### src/rtl/cqs_pkg.sv
`timescale 1ns / 1ps
package cqs_pkg;

	// operation codes
	localparam logic [1:0] MODE_ENQ  = 2'd0;
	localparam logic [1:0] MODE_DEQ  = 2'd1;
	localparam logic [1:0] MODE_SRCH = 2'd2;

	// result status codes
	localparam logic [1:0] STAT_OK       = 2'd0;
	localparam logic [1:0] STAT_FULL     = 2'd1;
	localparam logic [1:0] STAT_EMPTY    = 2'd2;
	localparam logic [1:0] STAT_NOTFOUND = 2'd3;

	localparam int WORD_W = 32;
	localparam int POS_W  = 5;

	typedef struct packed {
		logic [1:0]               mode;
		logic signed [WORD_W-1:0] value;
	} req_t;

	typedef struct packed {
		logic [1:0]               status;
		logic signed [WORD_W-1:0] data;
		logic [POS_W-1:0]         position;
	} rsp_t;

endpackage

### src/rtl/cqs_store.sv
`timescale 1ns / 1ps
module cqs_store #(
	parameter int DEPTH = 16
) (
	input  logic                        clk,
	input  logic                        wr_en,
	input  logic [$clog2(DEPTH)-1:0]    wr_addr,
	input  logic [cqs_pkg::WORD_W-1:0]  wr_data,
	input  logic                        rd_en,
	input  logic [$clog2(DEPTH)-1:0]    rd_addr,
	output logic [cqs_pkg::WORD_W-1:0]  rd_data
);
	import cqs_pkg::*;

	logic [WORD_W-1:0] mem [DEPTH];
	logic [WORD_W-1:0] rd_data_q;

	always_ff @(posedge clk) begin
		if (wr_en) begin
			mem[wr_addr] <= wr_data;
		end
	end

	// registered read port
	always_ff @(posedge clk) begin
		if (rd_en) begin
			rd_data_q <= mem[rd_addr];
		end
	end

	assign rd_data = rd_data_q;

endmodule

### src/rtl/cqs_ctrl.sv
`timescale 1ns / 1ps
module cqs_ctrl #(
	parameter int DEPTH = 16
) (
	input  logic                        clk,
	input  logic                        arst_n,
	input  logic                        req_valid,
	output logic                        req_stall,
	input  cqs_pkg::req_t               req_data,
	output logic                        res_valid,
	input  logic                        res_take,
	output cqs_pkg::rsp_t               res,
	output logic                        wr_en,
	output logic [$clog2(DEPTH)-1:0]    wr_addr,
	output logic [cqs_pkg::WORD_W-1:0]  wr_data,
	output logic                        rd_en,
	output logic [$clog2(DEPTH)-1:0]    rd_addr,
	input  logic [cqs_pkg::WORD_W-1:0]  rd_data
);
	import cqs_pkg::*;

	localparam int AW = $clog2(DEPTH);
	localparam int CW = $clog2(DEPTH + 1);
	localparam int PW = (CW > POS_W) ? CW : POS_W;
	localparam logic [AW-1:0] LAST = AW'(DEPTH - 1);

	typedef enum logic [3:0] {
		ST_IDLE = 4'b0001,
		ST_DEQ  = 4'b0010,
		ST_SRCH = 4'b0100,
		ST_DONE = 4'b1000
	} state_t;

	state_t            state_q;
	logic [AW-1:0]     head_q;
	logic [AW-1:0]     tail_q;
	logic              empty_q;
	logic [AW-1:0]     slot_q;
	logic [CW-1:0]     count_q;
	logic [WORD_W-1:0] word_q;
	rsp_t              res_q;

	logic              accept;
	logic              full;
	logic              hit;
	logic [AW-1:0]     tail_nxt;
	logic [AW-1:0]     head_nxt;
	logic [AW-1:0]     slot_nxt;
	logic [PW-1:0]     pos_ext;

	function automatic logic [AW-1:0] next_slot(input logic [AW-1:0] i);
		next_slot = (i == LAST) ? '0 : i + 1'b1;
	endfunction

	assign accept    = req_valid && (state_q == ST_IDLE);
	assign req_stall = (state_q != ST_IDLE);
	assign tail_nxt  = next_slot(tail_q);
	assign head_nxt  = next_slot(head_q);
	assign slot_nxt  = next_slot(slot_q);
	assign full      = !empty_q && (tail_nxt == head_q);
	assign hit       = (rd_data == word_q);
	assign pos_ext   = PW'(count_q);
	assign res_valid = (state_q == ST_DONE);
	assign res       = res_q;

	// memory port drive
	always_comb begin
		wr_en   = 1'b0;
		wr_addr = empty_q ? '0 : tail_nxt;
		wr_data = req_data.value;
		rd_en   = 1'b0;
		rd_addr = head_q;
		case (state_q)
			ST_IDLE: begin
				if (accept) begin
					if (req_data.mode == MODE_ENQ) begin
						wr_en = !full;
					end else if (req_data.mode == MODE_DEQ || req_data.mode == MODE_SRCH) begin
						rd_en = !empty_q;
					end
				end
			end
			ST_SRCH: begin
				rd_addr = slot_nxt;
				rd_en   = !hit && (slot_q != tail_q);
			end
			default: begin
			end
		endcase
	end

	always_ff @(posedge clk or negedge arst_n) begin
		if (!arst_n) begin
			state_q <= ST_IDLE;
			head_q  <= '0;
			tail_q  <= '0;
			empty_q <= 1'b1;
		end else begin
			case (state_q)
				ST_IDLE: begin
					if (accept) begin
						state_q <= ST_DONE;
						case (req_data.mode)
							MODE_ENQ: begin
								if (empty_q) begin
									head_q  <= '0;
									tail_q  <= '0;
									empty_q <= 1'b0;
								end else if (!full) begin
									tail_q <= tail_nxt;
								end
							end
							MODE_DEQ: begin
								if (!empty_q) begin
									state_q <= ST_DEQ;
									if (head_q == tail_q) begin
										empty_q <= 1'b1;
										head_q  <= '0;
										tail_q  <= '0;
									end else begin
										head_q <= head_nxt;
									end
								end
							end
							MODE_SRCH: begin
								if (!empty_q) begin
									state_q <= ST_SRCH;
								end
							end
							default: begin
							end
						endcase
					end
				end
				ST_DEQ: begin
					state_q <= ST_DONE;
				end
				ST_SRCH: begin
					if (hit || slot_q == tail_q) begin
						state_q <= ST_DONE;
					end
				end
				ST_DONE: begin
					if (res_take) begin
						state_q <= ST_IDLE;
					end
				end
				default: begin
					state_q <= ST_IDLE;
				end
			endcase
		end
	end

	// search walk and result payload
	always_ff @(posedge clk) begin
		case (state_q)
			ST_IDLE: begin
				slot_q  <= head_q;
				count_q <= CW'(1);
				word_q  <= req_data.value;
				res_q.status   <= STAT_OK;
				res_q.data     <= '0;
				res_q.position <= '0;
				if (req_data.mode == MODE_ENQ && full) begin
					res_q.status <= STAT_FULL;
				end else if ((req_data.mode == MODE_DEQ || req_data.mode == MODE_SRCH)
					&& empty_q) begin
					res_q.status <= STAT_EMPTY;
				end
			end
			ST_DEQ: begin
				res_q.data <= rd_data;
			end
			ST_SRCH: begin
				slot_q  <= slot_nxt;
				count_q <= count_q + 1'b1;
				if (hit) begin
					res_q.status   <= STAT_OK;
					res_q.position <= pos_ext[POS_W-1:0];
				end else if (slot_q == tail_q) begin
					res_q.status <= STAT_NOTFOUND;
				end
			end
			default: begin
			end
		endcase
	end

endmodule

### src/rtl/circular_queue_with_search.sv
`timescale 1ns / 1ps
// enqueue, empty cases and the unused mode go from idle straight to the done state;
// dequeue passes through a read state; search compares k entries (1 to DEPTH) in its walk
// state before done; the controller takes no request until the previous result has moved
// to the output register; the search walk reads one stored entry per cycle through the
// single memory read port
// reset: arst_n clears the queue to empty with head and tail at zero; store is not cleared
module circular_queue_with_search #(
	parameter int DEPTH = 16
) (
	input  logic           clk,
	input  logic           arst_n,
	input  logic           req_valid,
	output logic           req_stall,
	input  cqs_pkg::req_t  req_data,
	output logic           rsp_valid,
	input  logic           rsp_stall,
	output cqs_pkg::rsp_t  rsp_data
);
	import cqs_pkg::*;

	localparam int AW = $clog2(DEPTH);

	// memory port between controller and store
	logic              wr_en;
	logic [AW-1:0]     wr_addr;
	logic [WORD_W-1:0] wr_data;
	logic              rd_en;
	logic [AW-1:0]     rd_addr;
	logic [WORD_W-1:0] rd_data;

	// finished result from the controller
	logic              res_valid;
	logic              res_take;
	rsp_t              res;

	// output register
	logic              rsp_valid_q;
	rsp_t              rsp_data_q;

	cqs_store #(
		.DEPTH(DEPTH)
	) u_store (
		.clk    (clk),
		.wr_en  (wr_en),
		.wr_addr(wr_addr),
		.wr_data(wr_data),
		.rd_en  (rd_en),
		.rd_addr(rd_addr),
		.rd_data(rd_data)
	);

	cqs_ctrl #(
		.DEPTH(DEPTH)
	) u_ctrl (
		.clk      (clk),
		.arst_n   (arst_n),
		.req_valid(req_valid),
		.req_stall(req_stall),
		.req_data (req_data),
		.res_valid(res_valid),
		.res_take (res_take),
		.res      (res),
		.wr_en    (wr_en),
		.wr_addr  (wr_addr),
		.wr_data  (wr_data),
		.rd_en    (rd_en),
		.rd_addr  (rd_addr),
		.rd_data  (rd_data)
	);

	// output slot is free when empty or being drained this cycle
	assign res_take = !rsp_valid_q || !rsp_stall;

	always_ff @(posedge clk or negedge arst_n) begin
		if (!arst_n) begin
			rsp_valid_q <= 1'b0;
		end else if (res_take) begin
			rsp_valid_q <= res_valid;
		end
	end

	// payload holds while stalled
	always_ff @(posedge clk) begin
		if (res_take && res_valid) begin
			rsp_data_q <= res;
		end
	end

	assign rsp_valid = rsp_valid_q;
	assign rsp_data  = rsp_data_q;

endmodule
### config.mk
export PLATFORM = sky130hd
export DESIGN_NAME = circular_queue_with_search
export DESIGN_NICKNAME = d
export VERILOG_FILES = /design/src/rtl/cqs_pkg.sv /design/src/rtl/cqs_store.sv /design/src/rtl/cqs_ctrl.sv /design/src/rtl/circular_queue_with_search.sv
export SDC_FILE = /design/constraint.sdc
export NUM_CORES = 1
export LEC_CHECK = 0
export BUFFER_PORTS_ARGS = -buffer_cell sky130_fd_sc_hd__buf_4
export CELL_PAD_IN_SITES_DETAIL_PLACEMENT = 0
export CELL_PAD_IN_SITES_GLOBAL_PLACEMENT = 1
export CORE_MARGIN = 1
export CORE_UTILIZATION = 45
export CTS_BUF_LIST = sky130_fd_sc_hd__clkbuf_2
export DETAILED_ROUTE_END_ITERATION = 6
export GPL_ROUTABILITY_DRIVEN = 1
export PLACE_DENSITY = 0.8
export SKIP_CTS_REPAIR_TIMING = 1
export SYNTH_ARGS = -nofsm -noshare
export SYNTH_HDL_FRONTEND = slang
export SYNTH_SLANG_ARGS = --single-unit
### constraint.sdc
create_clock -name clk -period 11 [get_ports clk]
set_clock_uncertainty 0.15 [all_clocks]
set_input_delay 1.65 -clock clk [delete_from_list [all_inputs] [get_ports clk]]
set_output_delay 1.65 -clock clk [all_outputs]
set_load 0.005 [all_outputs]
After elaboration in Yosys (flattened, before gate mapping)
Memory sizes are Yosys's and may differ from the RTL's. A register that Yosys moved wholly into a read port is not among the register bits.
Index checks and enable logic that the tools add are counted.
W data, S select, Z words.
Operators by class
  eq/ne operators: 24
  bitwise gates (word level): 0
  add/sub/neg operators: 4
  order comparisons: 0
  shift operators: 0
  multiplexer cells: 43
  reductions and logical operators: 24
  div/mod/pow operators: 0
  multipliers: 0
Operators with widths (number)
  $mux W4: 17
  $pmux W32 S2: 1
  $eq A32 B32 Y1: 1
  $pmux W4 S2: 4
  $pmux W5 S2: 2
  $eq A4 B4 Y1 const B: 4
  $pmux W4 S4: 1
  $add A4 B1 Y4 const B: 3
  $eq A4 B4 Y1: 3
  $mux W1: 10
  $ne A2 B1 Y1 const B: 5
  $mux W2: 4
  $logic_and A1 B1 Y1: 6
  $reduce_and A3 Y1: 2
  $reduce_and A6 Y1: 1
  $reduce_bool A2 Y1: 3
  $add A5 B1 Y5 const B: 1
  $logic_not A1 Y1: 5
  $mux W5: 1
  $reduce_and A5 Y1: 1
  $eq A4 B1 Y1 const B: 1
  $eq A4 B2 Y1 const B: 1
  $eq A4 B3 Y1 const B: 1
  $ne A2 B2 Y1 const B: 2
  11 further kinds: 15
Storage, ports and cells
  memory bits (read-only): 0
  bits in latches: 0
  bits in writable memories: 512
  input bits: 38
  logic and storage cells: 110
  memories: 1
  register bits after elaboration: 133
  output and inout port bits: 41
Memories
  u_store.mem: depth 16, bits a word 32, read ports 1, clocked after memory_dff 1, write ports 1, line cqs_store.sv:15  | logic [WORD_W-1:0] mem [DEPTH];

Depth between registers and ports, before layout
  word-level depth: 10
  depth in mapped cells: 9
  depth with buffers taken out: 7

Modules after synthesis
Synthesis repeated with hierarchy kept, for this count alone.
Unflattened totals
  cells, all modules: 1233
  area total of the unflattened synthesis: 25954.9 um2
Modules (own cells, without submodules)
  cqs_store: seq. area each 16335.7 um2, area an instance 20155.6 um2, instances 1, cells each 838
  cqs_ctrl: seq. area each 2730.1 um2, area an instance 4580.6 um2, instances 1, cells each 352
  circular_queue_with_search: seq. area each 1196.1 um2, area an instance 1218.7 um2, instances 1, cells each 43

Worst setup path before layout
OpenSTA, ideal clock, no wires.
  path type: input -> register
  start: input req_data[32] in the netlist's numbering
  end: memory u_store.mem[10][0], enable pin
  data arrival time: 5629 ps
  stages on the path: 7
  slack: 4719 ps
  path buffers: 1
  library setup time: 501 ps
  data required time: 10349 ps
  path through: inv_1 ha_1 clkinv_1 nor2_1 o211ai_1 buf_2 nor4_1
On the way
  longest elaborated chain between the ends: 6
Ends and longest elaborated chain
  start, declared: line circular_queue_with_search.sv:15  | input cqs_pkg::req_t req_data,
  $logic_not A2 Y1: line cqs_ctrl.sv:76  | if (req_data.mode == MODE_ENQ) begin
  $mux W1: line cqs_ctrl.sv:76
  $mux W1: line cqs_ctrl.sv:75  | if (accept) begin
  $mux W1: line cqs_ctrl.sv:73  | case (state_q)
  $mux W1: line cqs_store.sv:19  | if (wr_en) begin
  $mux W1 (implied by the code): line cqs_store.sv:20  | mem[wr_addr] <= wr_data;
  end, declared: line cqs_store.sv:15
No other way between the ends.

Worst setup path after layout
  start: register u_ctrl.state_q[1]
  end: register u_store.rd_data_q[13], in the netlist u_store.rd_data[13], read port of u_store.mem, data pin
On the way
  longest elaborated chain between the ends: 4
  elaborated cells between the ends (all ways): 6
Ends and longest elaborated chain
  start, declared: line cqs_ctrl.sv:34  | state_t state_q;
  start signal, assigned: line cqs_ctrl.sv:94  | state_q <= ST_IDLE;
  start signal, assigned: line cqs_ctrl.sv:102  | state_q <= ST_DONE;
  start signal, assigned: line cqs_ctrl.sv:115  | state_q <= ST_DEQ;
  $eq A4 B1 Y1: line cqs_ctrl.sv:55, cqs_ctrl.sv:73
  $logic_and A1 B1 Y1: line cqs_ctrl.sv:55  | assign accept = req_valid && (state_q == ST_IDLE);
  $mux W1: line cqs_ctrl.sv:75
  $pmux W1 S2: line cqs_ctrl.sv:73
  end, declared: line cqs_store.sv:16  | logic [WORD_W-1:0] rd_data_q;
Parallel ways exist; a longest one is shown, timed or not.
A chain may end at the register's enable or synchronous reset.

==> metrics.txt <==
# TYPE chip_impl_metric gauge
chip_impl_metric{name="setup_slack",unit="ps"} 6520
chip_impl_metric{name="flow.area_growth_from_synthesis",unit="%"} 10.5
chip_impl_metric{name="via_count_of_the_first_global_routing_pass",unit=""} 18700
chip_impl_metric{name="worst-slew-pin-transition",unit="ps"} 1130
chip_impl_metric{name="routed-via-count",unit=""} 18700
chip_impl_metric{name="critical_path_peak_fanout",unit=""} 73
chip_impl_metric{name="detail_route.wirelength",unit="µm"} 76800
chip_impl_metric{name="crit_required",unit="ps"} 11900
chip_impl_metric{name="cts-buffers-inserted",unit=""} 165
chip_impl_metric{name="max_freq",unit="MHz"} 223
chip_impl_metric{name="slew_headroom",unit="%"} 24.4
chip_impl_metric{name="nFillCells",unit=""} 5465
chip_impl_metric{name="unique_masters_post_synth",unit=""} 58
chip_impl_metric{name="max-cap-violations",unit=""} 0
chip_impl_info{name="most_frequent_cell_on_critical_path",value="buf_4"} 1
chip_impl_metric{name="dp_hpwl",unit="µm"} 42500
chip_impl_metric{name="irDropWorstVdd",unit="mV"} 0.206
chip_impl_metric{name="routed_vias_inst",unit=""} 5.85
chip_impl_metric{name="antenna_violating_nets_post_route",unit=""} 0
chip_impl_metric{name="fp-row-count",unit=""} 93
chip_impl_metric{name="yosys_warnings",unit=""} 0
chip_impl_metric{name="setup_tns",unit="ps"} 0
chip_impl_metric{name="rrSetupSlack",unit="ps"} 6520
chip_impl_metric{name="core_outline_area",unit="µm²"} 64200
chip_impl_info{name="primary_flip_flop_cell_chosen_by_synthesis_mapping",value="edfxtp_1"} 1
chip_impl_info{name="worst_hold_startpoint",value="u_ctrl.res[26]"} 1
chip_impl_info{name="endpoint_kind",value="flip-flop"} 1
chip_impl_info{name="worstSetupPathType",value="reg -> reg"} 1
chip_impl_metric{name="shortest_period_the_worst_path_allows",unit="ps"} 4480
chip_impl_metric{name="drt_drc_violations_left",unit=""} 0
chip_impl_metric{name="worst-endpoint-arrival",unit="ps"} 5380
chip_impl_metric{name="p_leak",unit="nW"} 10.6
chip_impl_metric{name="regArea",unit="µm²"} 20300
chip_impl_metric{name="grtUsageTotal",unit="%"} 23.3
chip_impl_info{name="outcome",value="complete, no violations"} 1
chip_impl_metric{name="setup_viol",unit=""} 0
chip_impl_metric{name="tritoncts_num_sinks",unit=""} 677
chip_impl_info{name="timing.critical_path.slowest_stage_cell",value="buf_4"} 1
chip_impl_metric{name="clkTransAtPathRegs",unit="ps"} 100
chip_impl_metric{name="die_h",unit="µm"} 257
chip_impl_metric{name="drt_pass1_iterations",unit=""} 6
chip_impl_metric{name="insertion_delay",unit="ps"} 1360
chip_impl_info{name="worstSetupStartpointType",value="flip-flop"} 1
chip_impl_info{name="regToRegEndpoint",value="u_store.rd_data[13]"} 1
chip_impl_info{name="crit_path_cell_trace",value="nor4b_4, buf_4, mux2i_4, inv_6, buf_4, mux2_2, o221ai_1, o2111ai_1"} 1
chip_impl_metric{name="number_of_storage_elements_in_the_synthesis_netlist",unit=""} 677
chip_impl_info{name="kind_of_path_behind_the_tightest_hold_check",value="reg -> reg"} 1
chip_impl_metric{name="worst_hold_path.num_cells",unit=""} 0
chip_impl_metric{name="wl_per_cell",unit="µm"} 24.0
chip_impl_metric{name="chipWidth",unit="µm"} 257
chip_impl_info{name="root_buffer_selected_by_cts",value="clkbuf_2"} 1
chip_impl_metric{name="synth-edff-count",unit=""} 663
chip_impl_metric{name="postSynthCellCount",unit=""} 2076
chip_impl_metric{name="async_flop_share",unit="%"} 2.07
chip_impl_info{name="setup_repair_after_global_routing_missed_its_margin",value="no"} 1
chip_impl_metric{name="slowest_delay",unit="ps"} 770
chip_impl_metric{name="initialDrtViolationCount",unit=""} 2036
chip_impl_metric{name="final_layout_size_suffix_gt1_share",unit="%"} 22.0
chip_impl_metric{name="floorplan.die_area",unit="µm²"} 65900
chip_impl_metric{name="gr-total-overflow",unit=""} 0
chip_impl_metric{name="synth.cell_area",unit="µm²"} 29200
chip_impl_metric{name="ctsLongestPathBuffers",unit=""} 3
chip_impl_info{name="hold_path_end",value="rsp_data[26]"} 1
chip_impl_metric{name="timing.hold.ws",unit="ps"} 242
chip_impl_metric{name="hold_viol",unit=""} 0
chip_impl_metric{name="pin_count_of_the_biggest_net_entering_global_routing",unit=""} 115
chip_impl_metric{name="grt_antenna_before_repair",unit=""} 9
chip_impl_metric{name="design_power_total",unit="mW"} 6.61
chip_impl_metric{name="pre_cts_slack",unit="ps"} 6520
chip_impl_metric{name="register_to_register_path_depth",unit=""} 8
chip_impl_metric{name="avgSynthCellArea",unit="µm²"} 14.1
chip_impl_metric{name="multi_input_comb_area",unit="µm²"} 8460
chip_impl_metric{name="synth_fp_nets",unit=""} 2121
chip_impl_metric{name="floorplan.io_pins",unit=""} 79
chip_impl_info{name="reg2reg_from",value="u_ctrl.state_q[1]"} 1
chip_impl_metric{name="power_density",unit="nW/µm²"} 205
chip_impl_metric{name="timing_max_transition_violations_final",unit=""} 0
chip_impl_metric{name="yosysSeqAreaShare",unit="%"} 69.4
chip_impl_metric{name="htree_num_levels",unit=""} 4
chip_impl_metric{name="first_pass_grt_wire_length",unit="µm"} 114000
chip_impl_metric{name="final_min_period_over_clock_period",unit="%"} 40.7
chip_impl_metric{name="final_net_count",unit=""} 2272
chip_impl_metric{name="place_congestion",unit=""} 0.874
chip_impl_info{name="clock_tree_from_tritoncts",value="built"} 1
chip_impl_metric{name="port_buffers",unit=""} 78
chip_impl_metric{name="starting_utilization_of_the_core_area",unit="%"} 45.4
==> power breakdown <==
part / total [mW] / switching (mW) / internal, mW
clock: 1.62 / 0.974 / 0.651
combinational: 1.74 / 1.09 / 0.645
sequential: 3.25 / 0.129 / 3.12
==> flip-flops by register name (all words and copies together) (netlist names) <==
| signal | flops |
|---|---|
| u_ctrl.slot_q | 4 |
| u_ctrl.tail_q | 4 |
| u_ctrl.word_q | 32 |
| u_ctrl.count_q | 5 |
| u_ctrl.empty_q | 1 |
| u_store.mem | 512 |
| u_store.rd_data | 32 |
| u_ctrl.head_q | 4 |
| rsp_valid | 1 |
| u_ctrl.state_q | 4 |
| rsp_data | 39 |
| u_ctrl.res | 39 |
==> Yosys cell counts, types with 17 or more instances <==
cell type	number	share of area, %
edfxtp_1	663	68
nand2_1	231	3.0
a21oi_1	201	3.4
nand2b_1	194	4.2
clkbuf_1	111	1.4
mux2_2	96	3.7
mux2i_1	87	3.0
o221ai_1	65	2.0
or3_1	64	1.4
nor3_1	43	0.74
and2_1	41	0.88
xnor2_1	39	1.2
o2111ai_1	34	1.0
a221o_1	23	0.79
nor2_1	19	0.24
buf_2	17	0.29
==> critical path, delay by kind of cell (launching register included) <==
family / cells / cell delay, ps
AO/OA/AOI/OAI: 2 / 340
buffers and inverters: 3 / 2170
flip-flops: 1 / 450
multiplexers: 2 / 680
AND/OR/NAND/NOR: 1 / 280
==> how the worst max path moves through the flow <==
stage,from,end,slack (ps),cells past startpoint
finish,u_ctrl.state_q[1],u_store.rd_data[13],6520,8
global route,u_ctrl.state_q[1],u_store.rd_data[13],6260,8
CTS,u_ctrl.state_q[1],u_store.rd_data[13],6500,8
detailed placement,req_data[32],u_store.mem[0][23],6520,8
global placement,req_data[32],u_store.mem[3][24],6590,8
floorplan,req_data[32],u_store.mem[10][0],4720,7
==> layout by cell type, fill, tap and decap left out, drive strengths merged, types with 6 or more instances in the layout <==
cell type,Yosys,routed
mux2,96,96
a31oi,6,6
nand4,10,10
nand2,231,231
nand2b,194,194
dfrtp,12,12
a21oi,201,201
a311o,9,9
mux2i,89,89
a221o,23,23
inv,14,16
nor4,9,9
edfxtp,663,663
xnor2,39,39
nor2,19,19
xor2,9,9
and2,41,41
o221ai,65,65
ha,7,7
o2111ai,34,34
o21ai,11,11
buf,30,124
nor3,43,43
clkinv,1,32
or3,64,64
clkbuf,111,242
==> cells by family (layout without fill, tap and decap cells) <==
kind of cell               count (synthesis)  after routing  synth area share, %
buffers and inverters                    156            420                 2.30
and+or+nand+nor                          631            631                 11.3
AOI/OAI and AO/OA                        372            372                 8.46
xor gates and xnor gates                  48             48                 1.44
adders and majority gates                  7              7                0.300
DFF                                      677            677                 69.4
other                                      0              3                    0
muxes                                    185            185                 6.81
==> routing by layer <==
layer  wire length (µm)  track usage, %  up-vias  share of wire (%)
li1                   -               -     8269                  -
met1              30700            30.3     9298                 40
met2              36300            37.4      957                 47
met3               7230            5.67      177                9.4
met4               2420            9.87        6                3.1
met5                 90               0        -               0.12
==> cell type report <==
class,instances,area share (%)
Clock buffer,242,3.75
Timing Repair Buffer,125,2.92
Tap cell,855,3.32
Sequential cell,677,62.8
Multi-Input combinational cell,1243,26.2
Antenna cell,3,0.0233
Inverter,15,0.198
Clock inverter,38,0.729
==> metrics by stage <==
| stage | std cells | cell area [µm²] | util, % |
|---|---|---|---|
| finish | 3198 | 32300 | 50.2 |
| global route | 3198 | 32300 | 50.2 |
| CTS | 3194 | 32200 | 50.2 |
| detailed placement | 2914 | 30800 | 47.9 |
| global placement | 2914 | 30800 | 47.9 |
| floorplan | 2076 | 29200 | - |
(Power assumes the default switching activity.)
